**src/sv/iqp_pkg.sv**
```systemverilog
`timescale 1ns / 1ps
// iqp_pkg: shared types and constants of the IQ pulse datagram packetizer.
// No dependencies; every module of the block refers to it by scoped names.
package iqp_pkg;

	localparam int unsigned HDR_WORDS = 43;         // 86-byte header in 16-bit words
	localparam logic [15:0] HDR_BYTES = 16'd86;
	localparam logic [15:0] GATE_BYTES = 16'd4;
	localparam logic [15:0] MSG_TYPE = 16'h0001;
	localparam logic [31:0] BEAM_INDEX = 32'd200;
	localparam logic [15:0] GATES_RESET = 16'd1024;
	localparam logic [15:0] MAX_BYTES_RESET = 16'd1472;

	localparam int unsigned DIV_W = 16;
	localparam int unsigned STEP_W = $clog2(DIV_W);

	localparam int unsigned FIFO_DEPTH = 4;
	localparam int unsigned PTR_W = $clog2(FIFO_DEPTH);

	localparam logic KIND_DESC = 1'b0;
	localparam logic KIND_GATE = 1'b1;

	typedef enum logic {
		CFG_GATES = 1'b0,
		CFG_MAX_BYTES = 1'b1
	} cfg_idx_t;

	typedef struct packed {
		logic kind;
		logic signed [63:0] seconds;
		logic [29:0] nanoseconds;
		logic [63:0] dwell_number;
		logic [15:0] beam_in_dwell;
		logic [15:0] visit_in_beam;
		logic [31:0] u_bits;
		logic [31:0] v_bits;
		logic transmit_h;
		logic copolar_receive;
		logic signed [15:0] i_value;
		logic signed [15:0] q_value;
	} in_t;

	typedef struct packed {
		logic [15:0] word;
		logic last_in_packet;
	} out_t;

	typedef enum logic [1:0] {
		CMD_DESC,
		CMD_GATE,
		CMD_CLOSE
	} cmd_kind_t;

	// One queue entry: a descriptor to latch, a gate to send, or a pulse close
	typedef struct packed {
		cmd_kind_t kind;
		in_t item;
		logic hdr;          // gate opens a packet: header goes first
		logic first;        // first packet of the pulse
		logic [15:0] count; // gates announced in the header
		logic last;         // final gate of the packet
		logic close;        // pulse ends after this gate
	} cmd_t;

	typedef struct packed {
		logic start;
		logic [DIV_W-1:0] dividend;
		logic [DIV_W:0] divisor;
	} div_req_t;

	typedef struct packed {
		logic done;
		logic [DIV_W-1:0] quotient;
	} div_rsp_t;

endpackage

```
**src/sv/iq_pulse_udp_packetizer.sv**
```systemverilog
`timescale 1ns / 1ps
// Channel   Dir  Handshake               Payload
// in        in   in_valid / in_ready     iqp_pkg::in_t  (descriptor or one IQ gate)
// out       out  out_valid / out_ready   iqp_pkg::out_t (16-bit word, end of datagram)
// cfg       in   cfg_we                  cfg_index selects register, cfg_data value
//
// One output word per cycle while out_ready is high and gates wait: a gate gives I and Q,
// plus 43 header words if it opens a packet; descriptors and dropped gates give no words.
// The front takes one transaction per cycle while the 4-entry command queue has room.
// The packet split runs on a shared bit-serial divider: after reset and after every
// register write, in_ready stays low while it recomputes.
// arst_n clears control, counters and held descriptor; out_ready low stalls the back,
// and the front keeps taking transactions until the queue fills.
// Depends on iqp_pkg, iqp_front, iqp_div, iqp_fifo, iqp_back.
module iq_pulse_udp_packetizer (
	input logic clk,
	input logic arst_n,
	input logic in_valid,
	output logic in_ready,
	input iqp_pkg::in_t in_data,
	output logic out_valid,
	input logic out_ready,
	output iqp_pkg::out_t out_data,
	input logic cfg_we,
	input logic [0:0] cfg_index,
	input logic [15:0] cfg_data
);

	iqp_pkg::div_req_t div_req;
	iqp_pkg::div_rsp_t div_rsp;
	iqp_pkg::cmd_t push_cmd;
	iqp_pkg::cmd_t head;
	logic push;
	logic pop;
	logic q_full;
	logic q_empty;

	iqp_front u_front (
		.clk(clk),
		.arst_n(arst_n),
		.in_valid(in_valid),
		.in_ready(in_ready),
		.in_data(in_data),
		.cfg_we(cfg_we),
		.cfg_index(cfg_index),
		.cfg_data(cfg_data),
		.div_req(div_req),
		.div_rsp(div_rsp),
		.push(push),
		.push_cmd(push_cmd),
		.q_full(q_full)
	);

	iqp_div u_div (
		.clk(clk),
		.arst_n(arst_n),
		.req(div_req),
		.rsp(div_rsp)
	);

	iqp_fifo u_fifo (
		.clk(clk),
		.arst_n(arst_n),
		.push(push),
		.push_cmd(push_cmd),
		.pop(pop),
		.full(q_full),
		.empty(q_empty),
		.head(head)
	);

	iqp_back u_back (
		.clk(clk),
		.arst_n(arst_n),
		.q_empty(q_empty),
		.head(head),
		.pop(pop),
		.out_valid(out_valid),
		.out_ready(out_ready),
		.out_data(out_data)
	);

endmodule

```
**src/sv/iqp_div.sv**
```systemverilog
`timescale 1ns / 1ps
// iqp_div: restoring divider, one quotient bit per cycle.
// Depends on iqp_pkg for widths and the request/response structs.
module iqp_div (
	input logic clk,
	input logic arst_n,
	input iqp_pkg::div_req_t req,
	output iqp_pkg::div_rsp_t rsp
);

	logic busy_q;
	logic done_q;
	logic [iqp_pkg::STEP_W-1:0] step_q;
	logic [iqp_pkg::DIV_W:0] rem_q;
	logic [iqp_pkg::DIV_W:0] dvs_q;
	logic [iqp_pkg::DIV_W-1:0] quo_q;
	logic [iqp_pkg::DIV_W+1:0] trial;
	logic fits;

	assign trial = {rem_q, quo_q[iqp_pkg::DIV_W-1]};
	assign fits = trial >= {1'b0, dvs_q};

	assign rsp.done = done_q;
	assign rsp.quotient = quo_q;

	always_ff @(posedge clk or negedge arst_n) begin
		if (!arst_n) begin
			busy_q <= 1'b0;
			done_q <= 1'b0;
			step_q <= '0;
		end else begin
			done_q <= 1'b0;
			if (req.start) begin
				busy_q <= 1'b1;
				step_q <= '0;
			end else if (busy_q) begin
				step_q <= step_q + 1'b1;
				if (step_q == iqp_pkg::STEP_W'(iqp_pkg::DIV_W - 1)) begin
					busy_q <= 1'b0;
					done_q <= 1'b1;
				end
			end
		end
	end

	// dividend shifts out the top while quotient bits shift in below
	always_ff @(posedge clk) begin
		if (req.start) begin
			rem_q <= '0;
			quo_q <= req.dividend;
			dvs_q <= req.divisor;
		end else if (busy_q) begin
			rem_q <= fits ? (iqp_pkg::DIV_W + 1)'(trial - {1'b0, dvs_q})
				: trial[iqp_pkg::DIV_W:0];
			quo_q <= {quo_q[iqp_pkg::DIV_W-2:0], fits};
		end
	end

endmodule

```
**src/sv/iqp_fifo.sv**
```systemverilog
`timescale 1ns / 1ps
// iqp_fifo: short show-ahead command queue between front and back.
// Depends on iqp_pkg for cmd_t and the depth.
module iqp_fifo (
	input logic clk,
	input logic arst_n,
	input logic push,
	input iqp_pkg::cmd_t push_cmd,
	input logic pop,
	output logic full,
	output logic empty,
	output iqp_pkg::cmd_t head
);

	iqp_pkg::cmd_t mem_q [iqp_pkg::FIFO_DEPTH];
	logic [iqp_pkg::PTR_W-1:0] wr_q;
	logic [iqp_pkg::PTR_W-1:0] rd_q;
	logic [iqp_pkg::PTR_W:0] cnt_q;

	assign full = cnt_q == (iqp_pkg::PTR_W + 1)'(iqp_pkg::FIFO_DEPTH);
	assign empty = cnt_q == '0;
	assign head = mem_q[rd_q];

	always_ff @(posedge clk or negedge arst_n) begin
		if (!arst_n) begin
			wr_q <= '0;
			rd_q <= '0;
			cnt_q <= '0;
		end else begin
			if (push) begin
				wr_q <= wr_q + 1'b1;
			end
			if (pop) begin
				rd_q <= rd_q + 1'b1;
			end
			if (push && !pop) begin
				cnt_q <= cnt_q + 1'b1;
			end else if (pop && !push) begin
				cnt_q <= cnt_q - 1'b1;
			end
		end
	end

	always_ff @(posedge clk) begin
		if (push) begin
			mem_q[wr_q] <= push_cmd;
		end
	end

endmodule

```
**src/sv/iqp_front.sv**
```systemverilog
`timescale 1ns / 1ps
// iqp_front: configuration registers, packet split, pulse tracking and
// classification of input transactions into queue commands. Depends on iqp_pkg.
module iqp_front (
	input logic clk,
	input logic arst_n,
	input logic in_valid,
	output logic in_ready,
	input iqp_pkg::in_t in_data,
	input logic cfg_we,
	input logic [0:0] cfg_index,
	input logic [15:0] cfg_data,
	output iqp_pkg::div_req_t div_req,
	input iqp_pkg::div_rsp_t div_rsp,
	output logic push,
	output iqp_pkg::cmd_t push_cmd,
	input logic q_full
);

	typedef enum logic [1:0] {
		SPL_LOAD,
		SPL_PACKETS,
		SPL_PER,
		SPL_READY
	} spl_state_t;

	spl_state_t spl_q;
	logic [15:0] gates_q;
	logic [15:0] max_bytes_q;
	logic [15:0] per_q;
	logic [15:0] gate_index_q;
	logic [15:0] left_q;
	logic open_q;

	logic [13:0] max_gates;
	logic accept;
	logic is_gate;
	logic pkt_start;
	logic end_of_pulse;
	logic [15:0] remain;
	logic [15:0] count;
	logic [15:0] left_eff;
	logic [15:0] left_next;
	logic [15:0] index_next;
	logic last;
	logic close;

	// split depends on the registers only: recomputed after reset and each write
	assign max_gates = (max_bytes_q < iqp_pkg::HDR_BYTES + iqp_pkg::GATE_BYTES) ? 14'd1
		: 14'((max_bytes_q - iqp_pkg::HDR_BYTES) / iqp_pkg::GATE_BYTES);

	always_comb begin
		div_req.start = (spl_q == SPL_LOAD) || (spl_q == SPL_PACKETS && div_rsp.done);
		div_req.dividend = (spl_q == SPL_LOAD) ? gates_q : gates_q - 16'd1;
		div_req.divisor = (spl_q == SPL_LOAD) ? {3'b000, max_gates}
			: {1'b0, div_rsp.quotient} + 17'd1;
	end

	always_ff @(posedge clk or negedge arst_n) begin
		if (!arst_n) begin
			spl_q <= SPL_LOAD;
			per_q <= '0;
		end else if (cfg_we) begin
			spl_q <= SPL_LOAD;
		end else begin
			unique case (spl_q)
				SPL_LOAD: spl_q <= SPL_PACKETS;
				SPL_PACKETS: begin
					if (div_rsp.done) begin
						spl_q <= SPL_PER;
					end
				end
				SPL_PER: begin
					if (div_rsp.done) begin
						spl_q <= SPL_READY;
						per_q <= div_rsp.quotient + 16'd1;
					end
				end
				SPL_READY: spl_q <= SPL_READY;
				default: spl_q <= SPL_LOAD;
			endcase
		end
	end

	always_ff @(posedge clk or negedge arst_n) begin
		if (!arst_n) begin
			gates_q <= iqp_pkg::GATES_RESET;
			max_bytes_q <= iqp_pkg::MAX_BYTES_RESET;
		end else if (cfg_we) begin
			unique case (iqp_pkg::cfg_idx_t'(cfg_index))
				iqp_pkg::CFG_GATES: gates_q <= cfg_data;
				iqp_pkg::CFG_MAX_BYTES: max_bytes_q <= cfg_data;
				default: gates_q <= gates_q;
			endcase
		end
	end

	assign in_ready = (spl_q == SPL_READY) && !q_full;
	assign accept = in_valid && in_ready;
	assign is_gate = in_data.kind == iqp_pkg::KIND_GATE;

	assign pkt_start = left_q == 16'd0;
	assign end_of_pulse = gate_index_q >= gates_q;
	assign remain = gates_q - gate_index_q;
	assign count = (per_q < remain) ? per_q : remain;
	assign left_eff = pkt_start ? count : left_q;
	assign left_next = left_eff - 16'd1;
	assign last = left_next == 16'd0;
	assign index_next = gate_index_q + 16'd1;
	assign close = last && (index_next >= gates_q);

	assign push = accept && (is_gate ? open_q : !open_q);

	always_comb begin
		push_cmd.item = in_data;
		push_cmd.hdr = pkt_start;
		push_cmd.first = gate_index_q == 16'd0;
		push_cmd.count = count;
		push_cmd.last = last;
		push_cmd.close = close;
		if (!is_gate) begin
			push_cmd.kind = iqp_pkg::CMD_DESC;
		end else if (pkt_start && end_of_pulse) begin
			// gate count lowered mid-pulse: this gate only closes the pulse
			push_cmd.kind = iqp_pkg::CMD_CLOSE;
		end else begin
			push_cmd.kind = iqp_pkg::CMD_GATE;
		end
	end

	always_ff @(posedge clk or negedge arst_n) begin
		if (!arst_n) begin
			gate_index_q <= '0;
			left_q <= '0;
			open_q <= 1'b0;
		end else if (accept) begin
			if (!is_gate && !open_q) begin
				gate_index_q <= '0;
				left_q <= '0;
				open_q <= gates_q != 16'd0;
			end else if (is_gate && open_q) begin
				if (pkt_start && end_of_pulse) begin
					open_q <= 1'b0;
				end else begin
					left_q <= left_next;
					gate_index_q <= index_next;
					if (close) begin
						open_q <= 1'b0;
					end
				end
			end
		end
	end

endmodule

```
**src/sv/iqp_back.sv**
```systemverilog
`timescale 1ns / 1ps
// iqp_back: executes queue commands; holds pulse descriptor and counters,
// emits header and IQ words into the output register. Depends on iqp_pkg.
module iqp_back (
	input logic clk,
	input logic arst_n,
	input logic q_empty,
	input iqp_pkg::cmd_t head,
	output logic pop,
	output logic out_valid,
	input logic out_ready,
	output iqp_pkg::out_t out_data
);

	typedef struct packed {
		logic [15:0] msg_type;
		logic [31:0] reserved;
		logic [31:0] flags;
		logic [31:0] beam_index;
		logic [63:0] sample;
		logic [63:0] pulse;
		logic [63:0] seconds;
		logic [31:0] nanoseconds;
		logic [31:0] start_index;
		logic [31:0] u;
		logic [31:0] v;
		logic [63:0] dwell;
		logic [31:0] beam;
		logic [31:0] visit;
		logic [31:0] count;
		logic [95:0] spare;
	} hdr_t;

	typedef logic [iqp_pkg::HDR_WORDS-1:0][15:0] hdr_words_t;

	localparam logic [5:0] I_POS = 6'(iqp_pkg::HDR_WORDS);
	localparam logic [5:0] Q_POS = 6'(iqp_pkg::HDR_WORDS + 1);
	localparam logic [5:0] TOP_POS = 6'(iqp_pkg::HDR_WORDS - 1);

	iqp_pkg::in_t held_q;
	logic [63:0] sample_q;
	logic [63:0] pulse_q;
	logic [5:0] idx_q;
	logic out_valid_q;
	iqp_pkg::out_t out_q;

	hdr_t hdr;
	hdr_words_t hdr_words;
	logic load;
	logic [5:0] pos;
	logic gate_go;
	logic [15:0] word;

	always_comb begin
		hdr.msg_type = iqp_pkg::MSG_TYPE;
		hdr.reserved = '0;
		hdr.flags = {29'd0, head.first, held_q.transmit_h == held_q.copolar_receive,
			held_q.transmit_h};
		hdr.beam_index = iqp_pkg::BEAM_INDEX;
		hdr.sample = sample_q;
		hdr.pulse = pulse_q;
		hdr.seconds = held_q.seconds;
		hdr.nanoseconds = {2'b00, held_q.nanoseconds};
		hdr.start_index = '0;
		hdr.u = held_q.u_bits;
		hdr.v = held_q.v_bits;
		hdr.dwell = held_q.dwell_number;
		hdr.beam = {16'd0, held_q.beam_in_dwell};
		hdr.visit = {16'd0, held_q.visit_in_beam};
		hdr.count = {16'd0, head.count};
		hdr.spare = '0;
	end

	assign hdr_words = hdr_words_t'(hdr);

	assign load = !out_valid_q || out_ready;
	// gates without a header start at the I word
	assign pos = head.hdr ? idx_q : idx_q + I_POS;
	assign gate_go = !q_empty && head.kind == iqp_pkg::CMD_GATE && load;
	assign pop = !q_empty && (head.kind != iqp_pkg::CMD_GATE || (load && pos == Q_POS));

	always_comb begin
		if (pos == I_POS) begin
			word = head.item.i_value;
		end else if (pos == Q_POS) begin
			word = head.item.q_value;
		end else begin
			word = hdr_words[TOP_POS - pos];
		end
	end

	always_ff @(posedge clk or negedge arst_n) begin
		if (!arst_n) begin
			held_q <= '0;
			sample_q <= '0;
			pulse_q <= '0;
			idx_q <= '0;
			out_valid_q <= 1'b0;
		end else begin
			if (load) begin
				out_valid_q <= gate_go;
			end
			if (gate_go) begin
				if (pos == Q_POS) begin
					idx_q <= '0;
					sample_q <= sample_q + 64'd1;
					if (head.close) begin
						pulse_q <= pulse_q + 64'd1;
					end
				end else begin
					idx_q <= idx_q + 6'd1;
				end
			end
			if (!q_empty) begin
				case (head.kind)
					iqp_pkg::CMD_DESC: held_q <= head.item;
					iqp_pkg::CMD_CLOSE: pulse_q <= pulse_q + 64'd1;
					default: held_q <= held_q;
				endcase
			end
		end
	end

	always_ff @(posedge clk) begin
		if (gate_go) begin
			out_q.word <= word;
			out_q.last_in_packet <= (pos == Q_POS) && head.last;
		end
	end

	assign out_valid = out_valid_q;
	assign out_data = out_q;

endmodule

```
**config.mk**
```make
export PLATFORM = sky130hd
export DESIGN_NAME = iq_pulse_udp_packetizer
export DESIGN_NICKNAME = d
export VERILOG_FILES = /design/src/sv/iqp_pkg.sv /design/src/sv/iq_pulse_udp_packetizer.sv /design/src/sv/iqp_div.sv /design/src/sv/iqp_fifo.sv /design/src/sv/iqp_front.sv /design/src/sv/iqp_back.sv
export SDC_FILE = /design/constraint.sdc
export NUM_CORES = 2
export LEC_CHECK = 0
export CAP_MARGIN = 20
export CORE_ASPECT_RATIO = 0.7
export CORE_MARGIN = 2
export CORE_UTILIZATION = 48
export DETAILED_ROUTE_END_ITERATION = 8
export DONT_BUFFER_PORTS = 1
export GPL_TIMING_DRIVEN = 1
export PLACE_DENSITY_LB_ADDON = 0.1
export SYNTH_ARGS = -nofsm -noshare
export SYNTH_HDL_FRONTEND = slang
export SYNTH_HIERARCHICAL = 1
export SYNTH_SLANG_ARGS = --single-unit
```
**constraint.sdc**
```tcl
create_clock -name clk -period 10.4 [get_ports clk]
set_input_delay 0.52 -clock clk [delete_from_list [all_inputs] [get_ports clk]]
set_output_delay 0.52 -clock clk [all_outputs]
set_load 0.02 [all_outputs]
```
==> flow_summary.json <==
{
  "drc_errors": 0,
  "clock_path_buffers": 3,
  "setup_viol_count_final": 0,
  "core.rowCount": 124,
  "synthCells": 4752,
  "multi_input_area_um2": 23500,
  "post_drt_wl_per_cell_um": 26.7,
  "syn_avg_cell_area_um2": 16.5,
  "vias": 41300,
  "drive_above_1_share": 0.200,
  "fmax_mhz": 158,
  "slew_headroom": -0.144,
  "met3_usage": 0.0485,
  "placed_area_um2": 78300,
  "max_slew.worst_pin.slew_ns": 1.72,
  "utilization": 0.536,
  "layout_commonest_cell": "edfxtp_1",
  "rsz0062_at_grt": "no",
  "outcome": "finished, violations left",
  "drv_cap": 0,
  "violations": "negative hold slack, max-slew violations",
  "design_area_um2": 87200,
  "grt.busiest_layer": "met1",
  "cts_tree": "yes",
  "p_per_area_nw_per_um2": 283,
  "htreeDepth": 4,
  "cts_resized": 0,
  "critPathRequiredTime_ns": 11.07,
  "whs_ns": -0.526,
  "skew_ns": 0.0385,
  "period_needed_ns": 6.32,
  "p_leak_nw": 31.1,
  "viasPerCell": 5.82,
  "grt_use_met1": 0.348,
  "routed_wl_mm": 190,
  "firstDrtPassIters": 6,
  "path_clk_slew_ns": 0.06,
  "setup.worst_path.end_class": "flip-flop",
  "ir_worst_vdd_v": 0.000405,
  "ant_nets": 0,
  "layout_common_cells": "1,290 x edfxtp_1, 479 x dfrtp_1, 313 x mux2_2",
  "core_um2": 163000,
  "die_h_um": 342,
  "layout.nets": 5193,
  "seq_area_um2": 51300,
  "grt_pass1_wl_mm": 282,
  "postCtsHoldBufs": 306,
  "start_util": 0.482,
  "r2r_cells": 22,
  "tns_ns": 0,
  "worst-setup-path-type": "flip-flop to flip-flop",
  "grt_pass1_vias": 41300,
  "syn-cell-area_um2": 78400,
  "chipWidth_um": 487,
  "root_buffer": "clkbuf_16",
  "dp.cells": 6452,
  "dieArea_um2": 167000,
  "synthToLayoutAreaGrowth_pct": 11.3,
  "ys_warn_count": 6,
  "min_path_type": "primary input to async pin",
  "antenna_found_initial": 23,
  "grt.overflow.total": 0,
  "use_met2": 0.339,
  "worst-endpoint-arrival_ns": 7.00,
  "fill_cells": 13100,
  "cts.sinks": 1793,
  "io_pins": 330,
  "gp_congestion": 0.893,
  "slew_violations": 213,
  "clock_latency_ns": 0.81,
  "crit_fanout": 18,
  "post_layout_nonfiller_instances": 7096,
  "start_kind": "flip-flop",
  "finalCritPeriodShare": 0.608,
  "grt_max_degree": 487,
  "grt_util_all_layers": 0.228,
  "drt_iter0_drc": 3870,
  "dp_hpwl_mm": 124,
  "synth_nets": 5151,
  "portBuffers": 0,
  "cts_buffers": 174,
  "hold_viol_final": 481
}
[routing by layer]
layer  part of all wire  routed length (um)
met1               0.47               89400
met2               0.45               85600
met3              0.061               11600
met4              0.016                3100
met5            0.00048                  92
[final timing paths]
check	start	end	slack [ns]
min in group clk	cfg_we	u_front/per_q[13]$_DFFE_PN0P_	0.18
max in group asynchronous	arst_n	u_back/hdr[133]$_DFFE_PN0P_	9.59
min reg2reg	u_back/sample_q[63]$_DFFE_PN0P_	u_back/sample_q[63]$_DFFE_PN0P_	0.48
min	arst_n	u_back/hdr[417]$_DFFE_PN0P_	-0.53
max	u_front/gates_q[0]$_DFFE_PN0P_	u_front/open_q$_DFFE_PN0P_	4.08
max reg2reg	u_front/gates_q[0]$_DFFE_PN0P_	u_front/open_q$_DFFE_PN0P_	4.08
[sequential cells by signal, summed over array words and instances (netlist names), 17 cells and up]
name and flops:
u_div/dvs_q 17, u_fifo/mem_q 1240, u_back/pulse_q 64, u_back/out_data 17, u_div/rem_q 17, u_back/hdr 255, u_back/sample_q 64
[report_power, final]
| part | total [W] | internal [W] | switching (W) |
|---|---|---|---|
| Clock | 0.00638 | 0.00366 | 0.00272 |
| Sequential | 0.00906 | 0.00841 | 0.000647 |
| Combinational | 0.00926 | 0.00385 | 0.00540 |
[critical path, cell delays in order (launching register included)]
cell and delay [ns]:
dfrtp_1 0.42, inv_1 0.11, ha_1 0.25, fa_1 0.42
nor2b_1 0.17, o31a_1 0.26, o21ai_2 0.12, a311oi_1 0.72
ha_1 0.23, nand4_1 0.15, nor3_1 0.35, o21ai_2 0.18
nand2_2 0.33, nor2_1 0.07, a21oi_1 0.35, a21oi_1 0.16
ha_1 0.34, or3_1 0.37, o22ai_1 0.17, nand4b_1 0.18
nand4bb_1 0.26, a2111o_1 0.40, a31o_1 0.21
[final cells by class]
type / instances / area share
inverter: 110 / 0.00476
sequential: 1793 / 0.588
clock buffer: 244 / 0.0559
clock inverter: 82 / 0.0101
timing repair buffer: 369 / 0.0414
tap: 2142 / 0.0307
multi-input combinational: 2346 / 0.269
antenna: 10 / 0.000287
[what timing repair did]
action,4_1_cts,5_1_grt
hold endpoints to repair,1672,486
endpoints found under the setup margin,0,0
buffers inserted,0,0
[through the flow]
step | setup slack [ns] | total power (W)
finish | 4.08 | 0.0247
global route | 3.58 | 0.0258
CTS | 4.15 | 0.0249
detailed placement | 4.15 | 0.0183
global placement | 4.34 | 0.0182
floorplan | 0.651 | 0.0152
(Power assumes the default switching activity.)
